===== config.mk =====
export PLATFORM = sky130hd
export DESIGN_NAME = gamepad_report_to_events_core
export DESIGN_NICKNAME = d
export VERILOG_FILES = /design/src/hdl/gre_pkg.sv /design/src/hdl/gamepad_report_to_events_core.sv /design/src/hdl/gre_front.sv /design/src/hdl/gre_queue.sv /design/src/hdl/gre_back.sv
export SDC_FILE = /design/constraint.sdc
export NUM_CORES = 1
export LEC_CHECK = 0
export ABC_AREA = 1
export BUFFER_PORTS_ARGS = -buffer_cell sky130_fd_sc_hd__clkbuf_2
export CAP_MARGIN = 20
export CORE_MARGIN = 2
export CORE_UTILIZATION = 45
export DETAILED_ROUTE_END_ITERATION = 7
export SLEW_MARGIN = 0
export SYNTH_ARGS = -nofsm -noshare
export SYNTH_HDL_FRONTEND = slang
export SYNTH_SLANG_ARGS = --single-unit

===== constraint.sdc =====
create_clock -name clk -period 6.5 [get_ports clk]
set_clock_uncertainty 0.1 [all_clocks]
set_input_delay 0.975 -clock clk [delete_from_list [all_inputs] [get_ports clk]]
set_output_delay 0.975 -clock clk [all_outputs]
set_load 0.05 [all_outputs]

===== src/hdl/gre_pkg.sv =====
`timescale 1ns / 1ps
`default_nettype none

package gre_pkg;

    localparam int CODE_W  = 5;
    localparam int VALUE_W = 17;
    localparam int N_EVENTS = 17;

    localparam logic [CODE_W-1:0] CODE_HAT_Y   = 5'd0;
    localparam logic [CODE_W-1:0] CODE_START   = 5'd1;
    localparam logic [CODE_W-1:0] CODE_BACK    = 5'd2;
    localparam logic [CODE_W-1:0] CODE_THUMB_L = 5'd3;
    localparam logic [CODE_W-1:0] CODE_THUMB_R = 5'd4;
    localparam logic [CODE_W-1:0] CODE_TL      = 5'd5;
    localparam logic [CODE_W-1:0] CODE_TR      = 5'd6;
    localparam logic [CODE_W-1:0] CODE_MODE    = 5'd7;
    localparam logic [CODE_W-1:0] CODE_SOUTH   = 5'd8;
    localparam logic [CODE_W-1:0] CODE_EAST    = 5'd9;
    localparam logic [CODE_W-1:0] CODE_NORTH   = 5'd10;
    localparam logic [CODE_W-1:0] CODE_WEST    = 5'd11;
    localparam logic [CODE_W-1:0] CODE_Y       = 5'd12;
    localparam logic [CODE_W-1:0] CODE_RX      = 5'd13;
    localparam logic [CODE_W-1:0] CODE_RY      = 5'd14;
    localparam logic [CODE_W-1:0] CODE_X       = 5'd15;
    localparam logic [CODE_W-1:0] CODE_SYNC    = 5'd16;

    // Register byte addresses (bit 2 selects the register).
    localparam logic REG_DEADZONE = 1'b0;

    localparam logic [14:0] DEADZONE_RESET = 15'd6;

    // One classified report: which events are due and the values they carry.
    typedef struct packed {
        logic [N_EVENTS-1:0]       mask;
        logic [7:0]                buttons_a;
        logic [7:0]                buttons_b;
        logic signed [VALUE_W-1:0] y_value;
        logic signed [VALUE_W-1:0] rx_value;
        logic signed [VALUE_W-1:0] ry_value;
        logic signed [VALUE_W-1:0] x_value;
    } gre_job_t;

    // raw * 32767 / 255 = raw * 128 + raw * 127 / 255; the last quotient uses
    // the divide-by-255 identity (v + (v >> 8) + 1) >> 8, exact for v < 65535.
    function automatic logic [14:0] scale_trigger(input logic [7:0] raw);
        logic [14:0] prod;
        logic [15:0] sum;
        prod = {raw, 7'b0} - {7'b0, raw};
        sum  = {1'b0, prod} + {9'b0, prod[14:8]} + 16'd1;
        return {raw, 7'b0} + {7'b0, sum[15:8]};
    endfunction

endpackage

`default_nettype wire


===== src/hdl/gamepad_report_to_events_core.sv =====
// Gamepad report to input events.
// Input stream (s_tvalid/s_tready/s_tdata): one transfer per report, fields
// packed from bit 0: buttons_a[7:0], buttons_b[15:8], trigger_left_raw[23:16],
// trigger_right_raw[31:24], left_y_raw[47:32], right_x_raw[63:48],
// right_y_raw[79:64].
// Output stream (m_tvalid/m_tready/m_tdata/m_tlast): one transfer per event,
// event_code in [4:0], signed event_value in [21:5]; m_tlast marks the sync
// event that closes each report.
// The front classifies a report in its accept cycle against the stored
// previous report and pushes a job into a short queue; the back walks the
// job's pending events into an output register, one event per cycle while
// the receiver takes them. The first event of a report passes through a
// queue slot, the back's job register and the output register. A report
// brings 1 to 17 events (every event of a changed group, plus the sync).
// Reports are taken back to back while the queue has room.
// A receiver stall holds the output register and the walk; the queue then
// fills and s_tready drops. Reset clears the history (buttons zero, sticks
// and virtual X at center), empties the queue and sets deadzone to 6.
// Config: APB, deadzone at byte address 0, written on psel&penable&pwrite.
`timescale 1ns / 1ps
`default_nettype none

module gamepad_report_to_events_core
    import gre_pkg::*;
#(
    parameter int QUEUE_DEPTH = 2
)
(
    input  wire logic        clk,
    input  wire logic        rst_n,
    // APB configuration
    input  wire logic        psel,
    input  wire logic        penable,
    input  wire logic        pwrite,
    input  wire logic [2:0]  paddr,
    input  wire logic [31:0] pwdata,
    output logic [31:0]      prdata,
    output logic             pready,
    // reports in
    input  wire logic        s_tvalid,
    output logic             s_tready,
    input  wire logic [79:0] s_tdata,   // buttons_a, buttons_b, trigger_left_raw,
                                        // trigger_right_raw, left_y_raw,
                                        // right_x_raw, right_y_raw
    // events out
    output logic             m_tvalid,
    input  wire logic        m_tready,
    output logic [23:0]      m_tdata,   // event_code, event_value, zero pad
    output logic             m_tlast
);

    logic [14:0] deadzone_reg;
    logic        cfg_write;

    logic        push;
    gre_job_t    push_job;
    logic        queue_full;
    logic        pop;
    gre_job_t    pop_job;
    logic        queue_not_empty;

    assign pready    = 1'b1;
    assign cfg_write = psel && penable && pwrite && pready;
    // Only the deadzone register exists; other addresses read zero.
    assign prdata    = (paddr[2] == REG_DEADZONE) ? {17'b0, deadzone_reg} : 32'b0;

    always_ff @(posedge clk or negedge rst_n)
    begin
        if (!rst_n)
        begin
            deadzone_reg <= DEADZONE_RESET;
        end
        else if (cfg_write && paddr[2] == REG_DEADZONE)
        begin
            deadzone_reg <= pwdata[14:0];
        end
    end

    gre_front u_front (
        .clk        (clk),
        .rst_n      (rst_n),
        .s_tvalid   (s_tvalid),
        .s_tready   (s_tready),
        .s_tdata    (s_tdata),
        .deadzone   (deadzone_reg),
        .queue_full (queue_full),
        .push       (push),
        .push_job   (push_job)
    );

    gre_queue #(
        .DEPTH (QUEUE_DEPTH)
    ) u_queue (
        .clk       (clk),
        .rst_n     (rst_n),
        .push      (push),
        .push_job  (push_job),
        .full      (queue_full),
        .pop       (pop),
        .pop_job   (pop_job),
        .not_empty (queue_not_empty)
    );

    gre_back u_back (
        .clk             (clk),
        .rst_n           (rst_n),
        .queue_not_empty (queue_not_empty),
        .queue_job       (pop_job),
        .pop             (pop),
        .m_tvalid        (m_tvalid),
        .m_tready        (m_tready),
        .m_tdata         (m_tdata),
        .m_tlast         (m_tlast)
    );

endmodule

`default_nettype wire


===== src/hdl/gre_front.sv =====
`timescale 1ns / 1ps
`default_nettype none

module gre_front
    import gre_pkg::*;
(
    input  wire logic        clk,
    input  wire logic        rst_n,
    input  wire logic        s_tvalid,
    output logic             s_tready,
    input  wire logic [79:0] s_tdata,
    input  wire logic [14:0] deadzone,
    input  wire logic        queue_full,
    output logic             push,
    output gre_job_t         push_job
);

    logic [7:0]  ba;
    logic [7:0]  bb;
    logic [7:0]  tl_raw;
    logic [7:0]  tr_raw;
    logic [15:0] ly_raw;
    logic [15:0] rx_raw;
    logic [15:0] ry_raw;

    logic [7:0]  last_ba_reg;
    logic [7:0]  last_bb_reg;
    logic [15:0] last_ly_reg;
    logic [15:0] last_rx_reg;
    logic [15:0] last_ry_reg;
    logic signed [VALUE_W-1:0] last_vx_reg;
    logic signed [VALUE_W-1:0] last_vx_next;

    logic [14:0] scaled_l;
    logic [14:0] scaled_r;
    logic signed [VALUE_W-1:0] diff;
    logic [VALUE_W-1:0] mag;

    assign ba     = s_tdata[7:0];
    assign bb     = s_tdata[15:8];
    assign tl_raw = s_tdata[23:16];
    assign tr_raw = s_tdata[31:24];
    assign ly_raw = s_tdata[47:32];
    assign rx_raw = s_tdata[63:48];
    assign ry_raw = s_tdata[79:64];

    assign s_tready = !queue_full;
    assign push     = s_tvalid && s_tready;

    assign scaled_l = scale_trigger(tl_raw);
    assign scaled_r = scale_trigger(tr_raw);
    assign diff     = $signed({2'b00, scaled_r}) - $signed({2'b00, scaled_l});
    assign mag      = diff[VALUE_W-1] ? 17'(-diff) : diff;

    always_comb
    begin
        // Left wins over right on the d-pad.
        if (ba[2])
        begin
            last_vx_next = -17'sd32768;
        end
        else if (ba[3])
        begin
            last_vx_next = 17'sd32767;
        end
        else if (mag <= {2'b00, deadzone})
        begin
            last_vx_next = '0;
        end
        else
        begin
            last_vx_next = diff;
        end
    end

    always_comb
    begin
        push_job.buttons_a = ba;
        push_job.buttons_b = bb;
        // Offset removal is a flip of the top bit; Y axes are negated.
        push_job.y_value   = 17'sd0 - $signed({~ly_raw[15], ~ly_raw[15], ly_raw[14:0]});
        push_job.rx_value  = $signed({~rx_raw[15], ~rx_raw[15], rx_raw[14:0]});
        push_job.ry_value  = 17'sd0 - $signed({~ry_raw[15], ~ry_raw[15], ry_raw[14:0]});
        push_job.x_value   = last_vx_next;
        push_job.mask[4:0]  = {5{ba != last_ba_reg}};
        push_job.mask[11:5] = {7{bb != last_bb_reg}};
        push_job.mask[12]   = ly_raw != last_ly_reg;
        push_job.mask[13]   = rx_raw != last_rx_reg;
        push_job.mask[14]   = ry_raw != last_ry_reg;
        push_job.mask[15]   = last_vx_next != last_vx_reg;
        push_job.mask[16]   = 1'b1;
    end

    // Stick history is kept raw; a signed zero is the raw midpoint.
    always_ff @(posedge clk or negedge rst_n)
    begin
        if (!rst_n)
        begin
            last_ba_reg <= '0;
            last_bb_reg <= '0;
            last_ly_reg <= 16'h8000;
            last_rx_reg <= 16'h8000;
            last_ry_reg <= 16'h8000;
            last_vx_reg <= '0;
        end
        else if (push)
        begin
            last_ba_reg <= ba;
            last_bb_reg <= bb;
            last_ly_reg <= ly_raw;
            last_rx_reg <= rx_raw;
            last_ry_reg <= ry_raw;
            last_vx_reg <= last_vx_next;
        end
    end

endmodule

`default_nettype wire


===== src/hdl/gre_queue.sv =====
`timescale 1ns / 1ps
`default_nettype none

module gre_queue
    import gre_pkg::*;
#(
    parameter int DEPTH = 2
)
(
    input  wire logic     clk,
    input  wire logic     rst_n,
    input  wire logic     push,
    input  wire gre_job_t push_job,
    output logic          full,
    input  wire logic     pop,
    output gre_job_t      pop_job,
    output logic          not_empty
);

    localparam int IDX_W = (DEPTH > 1) ? $clog2(DEPTH) : 1;
    localparam int CNT_W = $clog2(DEPTH + 1);

    gre_job_t           slot_reg [DEPTH];
    logic [IDX_W-1:0]   wr_ptr_reg;
    logic [IDX_W-1:0]   wr_ptr_next;
    logic [IDX_W-1:0]   rd_ptr_reg;
    logic [IDX_W-1:0]   rd_ptr_next;
    logic [CNT_W-1:0]   count_reg;
    logic [CNT_W-1:0]   count_next;

    assign full      = count_reg == CNT_W'(DEPTH);
    assign not_empty = count_reg != '0;
    assign pop_job   = slot_reg[rd_ptr_reg];

    always_comb
    begin
        wr_ptr_next = wr_ptr_reg;
        rd_ptr_next = rd_ptr_reg;
        count_next  = count_reg;
        if (push)
        begin
            wr_ptr_next = (wr_ptr_reg == IDX_W'(DEPTH - 1)) ? '0 : wr_ptr_reg + 1'b1;
        end
        if (pop)
        begin
            rd_ptr_next = (rd_ptr_reg == IDX_W'(DEPTH - 1)) ? '0 : rd_ptr_reg + 1'b1;
        end
        if (push && !pop)
        begin
            count_next = count_reg + 1'b1;
        end
        else if (pop && !push)
        begin
            count_next = count_reg - 1'b1;
        end
    end

    always_ff @(posedge clk or negedge rst_n)
    begin
        if (!rst_n)
        begin
            wr_ptr_reg <= '0;
            rd_ptr_reg <= '0;
            count_reg  <= '0;
        end
        else
        begin
            wr_ptr_reg <= wr_ptr_next;
            rd_ptr_reg <= rd_ptr_next;
            count_reg  <= count_next;
        end
    end

    always_ff @(posedge clk)
    begin
        if (push)
        begin
            slot_reg[wr_ptr_reg] <= push_job;
        end
    end

    a_no_overflow: assert property (@(posedge clk) disable iff (!rst_n)
        !(push && full))
        else $error("queue written while full");

    a_no_underflow: assert property (@(posedge clk) disable iff (!rst_n)
        !(pop && !not_empty))
        else $error("queue read while empty");

endmodule

`default_nettype wire


===== src/hdl/gre_back.sv =====
`timescale 1ns / 1ps
`default_nettype none

module gre_back
    import gre_pkg::*;
(
    input  wire logic        clk,
    input  wire logic        rst_n,
    input  wire logic        queue_not_empty,
    input  wire gre_job_t    queue_job,
    output logic             pop,
    output logic             m_tvalid,
    input  wire logic        m_tready,
    output logic [23:0]      m_tdata,
    output logic             m_tlast
);

    gre_job_t            job_reg;
    gre_job_t            job_next;
    logic [N_EVENTS-1:0] mask_after;
    logic [CODE_W-1:0]   code;
    logic signed [VALUE_W-1:0] value;
    logic                out_free;
    logic                emit;

    logic                out_valid_reg;
    logic [CODE_W-1:0]   out_code_reg;
    logic [VALUE_W-1:0]  out_value_reg;
    logic                out_last_reg;

    // Lowest pending event goes first.
    always_comb
    begin
        code = CODE_SYNC;
        for (int i = N_EVENTS - 1; i >= 0; i--)
        begin
            if (job_reg.mask[i])
            begin
                code = CODE_W'(i);
            end
        end
    end

    assign mask_after = job_reg.mask & ~(N_EVENTS'(1) << code);

    always_comb
    begin
        case (code)
            CODE_HAT_Y:   value = job_reg.buttons_a[1] ? 17'sd1
                                : (job_reg.buttons_a[0] ? -17'sd1 : 17'sd0);
            CODE_START:   value = {16'b0, job_reg.buttons_a[4]};
            CODE_BACK:    value = {16'b0, job_reg.buttons_a[5]};
            CODE_THUMB_L: value = {16'b0, job_reg.buttons_a[6]};
            CODE_THUMB_R: value = {16'b0, job_reg.buttons_a[7]};
            CODE_TL:      value = {16'b0, job_reg.buttons_b[0]};
            CODE_TR:      value = {16'b0, job_reg.buttons_b[1]};
            CODE_MODE:    value = {16'b0, job_reg.buttons_b[2]};
            CODE_SOUTH:   value = {16'b0, job_reg.buttons_b[4]};
            CODE_EAST:    value = {16'b0, job_reg.buttons_b[5]};
            CODE_NORTH:   value = {16'b0, job_reg.buttons_b[6]};
            CODE_WEST:    value = {16'b0, job_reg.buttons_b[7]};
            CODE_Y:       value = job_reg.y_value;
            CODE_RX:      value = job_reg.rx_value;
            CODE_RY:      value = job_reg.ry_value;
            CODE_X:       value = job_reg.x_value;
            default:      value = '0;
        endcase
    end

    assign out_free = !out_valid_reg || m_tready;
    assign emit     = (job_reg.mask != '0) && out_free;
    // Load the next report while the back is idle, or as the current one hands over its sync.
    assign pop      = queue_not_empty && ((job_reg.mask == '0) || (emit && mask_after == '0));

    always_comb
    begin
        job_next = job_reg;
        if (pop)
        begin
            job_next = queue_job;
        end
        else if (emit)
        begin
            job_next.mask = mask_after;
        end
    end

    always_ff @(posedge clk or negedge rst_n)
    begin
        if (!rst_n)
        begin
            job_reg       <= '0;
            out_valid_reg <= 1'b0;
        end
        else
        begin
            job_reg <= job_next;
            if (out_free)
            begin
                out_valid_reg <= emit;
            end
        end
    end

    always_ff @(posedge clk)
    begin
        if (emit)
        begin
            out_code_reg  <= code;
            out_value_reg <= value;
            out_last_reg  <= code == CODE_SYNC;
        end
    end

    assign m_tvalid = out_valid_reg;
    assign m_tdata  = {2'b00, out_value_reg, out_code_reg};
    assign m_tlast  = out_last_reg;

    a_sync_pending: assert property (@(posedge clk) disable iff (!rst_n)
        (job_reg.mask != '0) |-> job_reg.mask[CODE_SYNC])
        else $error("active report lost its sync");

    a_last_is_sync: assert property (@(posedge clk) disable iff (!rst_n)
        out_valid_reg |-> (out_last_reg == (out_code_reg == CODE_SYNC)))
        else $error("tlast does not match sync event");

endmodule

`default_nettype wire


==> summary.txt <==
CTS
  – Sink Count: 389
  – Clock transition at path regs: 0.06 ns
  – TritonCTS Buffers: 42
  – Post-CTS Hold Buffers: 0
  – Latest clock arrival within the worst-skew pair: 0.58 ns
  – CTS tree: done
  – CTS H-tree lvls: 2
  – Root Buffer: clkbuf_16
  – CTS Buffer Depth: 3

Yosys
  – Post-Synthesis Cells: 2030
  – Synthesized cell area: 0.0198 mm^2
  – Synth cell count leaders: nand2_1 (513), edfxtp_1 (193), dfrtp_1 (191), inv_1 (189), xor2_1 (135)
  – Synth cell types: 52
  – FFs w/ async S/R, synth: 50.4%
  – Synth area leaders: edfxtp_1 (29%), dfrtp_1 (24%), nand2_1 (9.7%)
  – #FFs+latches synth: 389
  – Mean Syn Cell Area: 9.76 um^2
  – Seq/Total Area, Yosys: 54.0%
  – Synth warn: 0
  – Post-synth EDFFs: 193
  – Dominant synthesized flop cell: edfxtp_1
  – Top cell type's share of synthesized area: 29.3%
  – Most frequent cell after synthesis: nand2_1
  – Cell accounting for the most synthesized area: edfxtp_1

Pwr
  – VDD IR max: 0.224 mV
  – Leakage: 11.5 nW
  – Total power: 10.2 mW
  – Power Dens Cells: 416 mW/mm^2

Global routing
  – Vias in the first global route: 14.5k
  – Initial antenna violation count: 0
  – GR Util All Layers: 20.8%
  – Total gr overflow: 0
  – Pin count of the biggest net entering global routing: 109
  – Global-route wire length before repair: 74.8 mm

Floorplan
  – Core ar.: 0.0433 mm^2
  – Initial Util: 45.8%
  – Die ar.: 0.0457 mm^2
  – Die Wd: 214 um
  – # IOs: 182
  – # rows: 76
  – Die Y-Extent: 214 um

STA
  – Final period util: 112%
  – Tmin final: 7.29 ns
  – Final setup fails: 50
  – Max Slew Vio Count: 0
  – Final WS setup: -0.795 ns
  – RSZ-0062 raised after global routing: yes
  – Fmax: 137 MHz
  – Hold Vio Cnt, Final: 0
  – Worst slew margin: 24.9%
  – Worst slew pin tran: 1.13 ns

Layout
  – Layout fillers: 3797
  – Layout area overhead: 23.2%
  – Layout cell share with drive strength beyond 1: 24.9%
  – Number of flip-flops in the largest register: 170
  – Post-route insts no fill: 2962
  – Antenna diode count: 0
  – Final net count: 2516

Worst setup path
  – Most frequent CP cell: nand2_1
  – Data arrival, critical path: 7.52 ns
  – Worst EP required: 6.72 ns
  – CP delay by family, top: simple AND/OR/NAND/NOR gates
  – Worst setup SP type: input pin
  – Max incr delay on CP: 0.34 ns
  – Buffer and inverter count on the worst path: 9
  – Setup crit end kind: flip-flop
  – Slowest CP cell: ha_1
  – Crit-path max FO: 7
  – Crit Path Class: in2reg

Drt
  – Drt via density: 4.96
  – DRT antenna net count: 0
  – DRT Wirelength: 46.9 mm
  – First drt pass iteration count: 7
  – DRT iter0 DRCs: 916
  – Met2 Routed Length: 23.5 mm
  – Routed length per instance: 15.8 um
  – Routed wl met3: 1.88 mm
  – Top sig layer: met4
  – Via count: 14.7k
  – Met1 wire length: 20.7 mm
  – Detailed-route DRC error count: 0

Outcome
  – Failing checks: setup timing
  – Outcome: finished with violations

Placement
  – Dpl ws: -1.65 ns
  – Post-detail-place hpwl: 33.1 mm
  – Gpl congestion: 0.881
  – # placed instances: 2856
  – I/O Buffers: 142

Worst hold path
  – Hold crit path type: in2async

Job
  – MaxCap Viol Count: 0
## worst paths after layout
| kind | start | to | slack, ns | depth (start not counted) |
|---|---|---|---|---|
| worst max-delay path | s_tdata[16] | u_queue.slot_reg[1][99] | -0.79 | 54 |
| worst min-delay path | rst_n | u_front.last_bb_reg[5] | 0.37 | 1 |
| worst max register to register | u_back.job_reg[84] | u_queue.count_reg[1] | 2.11 | 19 |
| worst min register to register | u_queue.count_reg[0] | u_queue.count_reg[0] | 0.37 | 1 |
| max in group asynchronous | rst_n | u_front.last_rx_reg[12] | 4.53 | 2 |
| min in group clk | u_queue.count_reg[0] | u_queue.count_reg[0] | 0.37 | 1 |
## final cells by class
class,instances,area [um^2],area share (%)
Timing Repair Buffer,344,2360,9.69
Sequential cell,389,10700,43.9
Clock buffer,48,1080,4.44
Tap cell,585,732,3.00
Inverter,195,737,3.02
Clock inverter,30,375,1.54
Multi-Input combinational cell,1371,8410,34.4
## logic make-up (layout without fill, tap and decap cells)
| logic type | Yosys count | count (layout) | synth area share [%] |
|---|---|---|---|
| other | 2 | 20 | 0.0379 |
| XOR/XNOR | 155 | 155 | 6.85 |
| AO/OA/AOI/OAI | 257 | 257 | 7.91 |
| adder cells (fa/ha/maj) | 51 | 51 | 3.26 |
| flip-flops | 389 | 389 | 54.0 |
| multiplexers | 79 | 79 | 3.99 |
| AND/OR/NAND/NOR | 809 | 809 | 17.4 |
| buffers and inverters | 288 | 617 | 6.52 |
## repair_timing
action	CTS	global route
pin swaps	47	70
setup buffers	21	12
cloned	1	0
gates resized for setup	75	70
setup endpoints to repair	50	50
## report_power, final
group	total [mW]	internal (mW)	switching (mW)
combinational	3.65	1.33	2.32
sequential	4.01	3.52	0.492
clock	2.50	1.49	1.00
total	10.2	6.35	3.81
## stage by stage
step	hold slack (ns)	instance area [um^2]	setup TNS (ns)	utilization [%]
2_1_floorplan	0.346	20000	-25.79	-
3_3_place_gp	0.363	22200	-54.77	51.4
3_5_place_dp	0.370	22200	-64.41	51.4
4_1_cts	0.375	24100	-25.03	55.7
5_1_grt	0.400	24400	-49.68	56.4
6_report	0.371	24400	-23.84	56.4
## routing by layer
metal  GRT usage [%]  vias up
li1                -     7366
met1            27.3     7033
met2            36.0      237
met3            3.53       63
met4            5.22        0
met5               0        -
## layout by cell type (no fill, tap or decap), types with 38 or more instances in the layout
cell       count
nand2_1      474
edfxtp_1     193
o21ai_1       46
a21oi_1       38
o21ai_0       72
inv_1        174
nand3_1       72
clkbuf_16     43
mux2i_1       79
xor2_1       127
ha_1          42
dfrtp_1      190
clkbuf_2     137
buf_4        182
nor2_1        99
(Power assumes the default switching activity.)
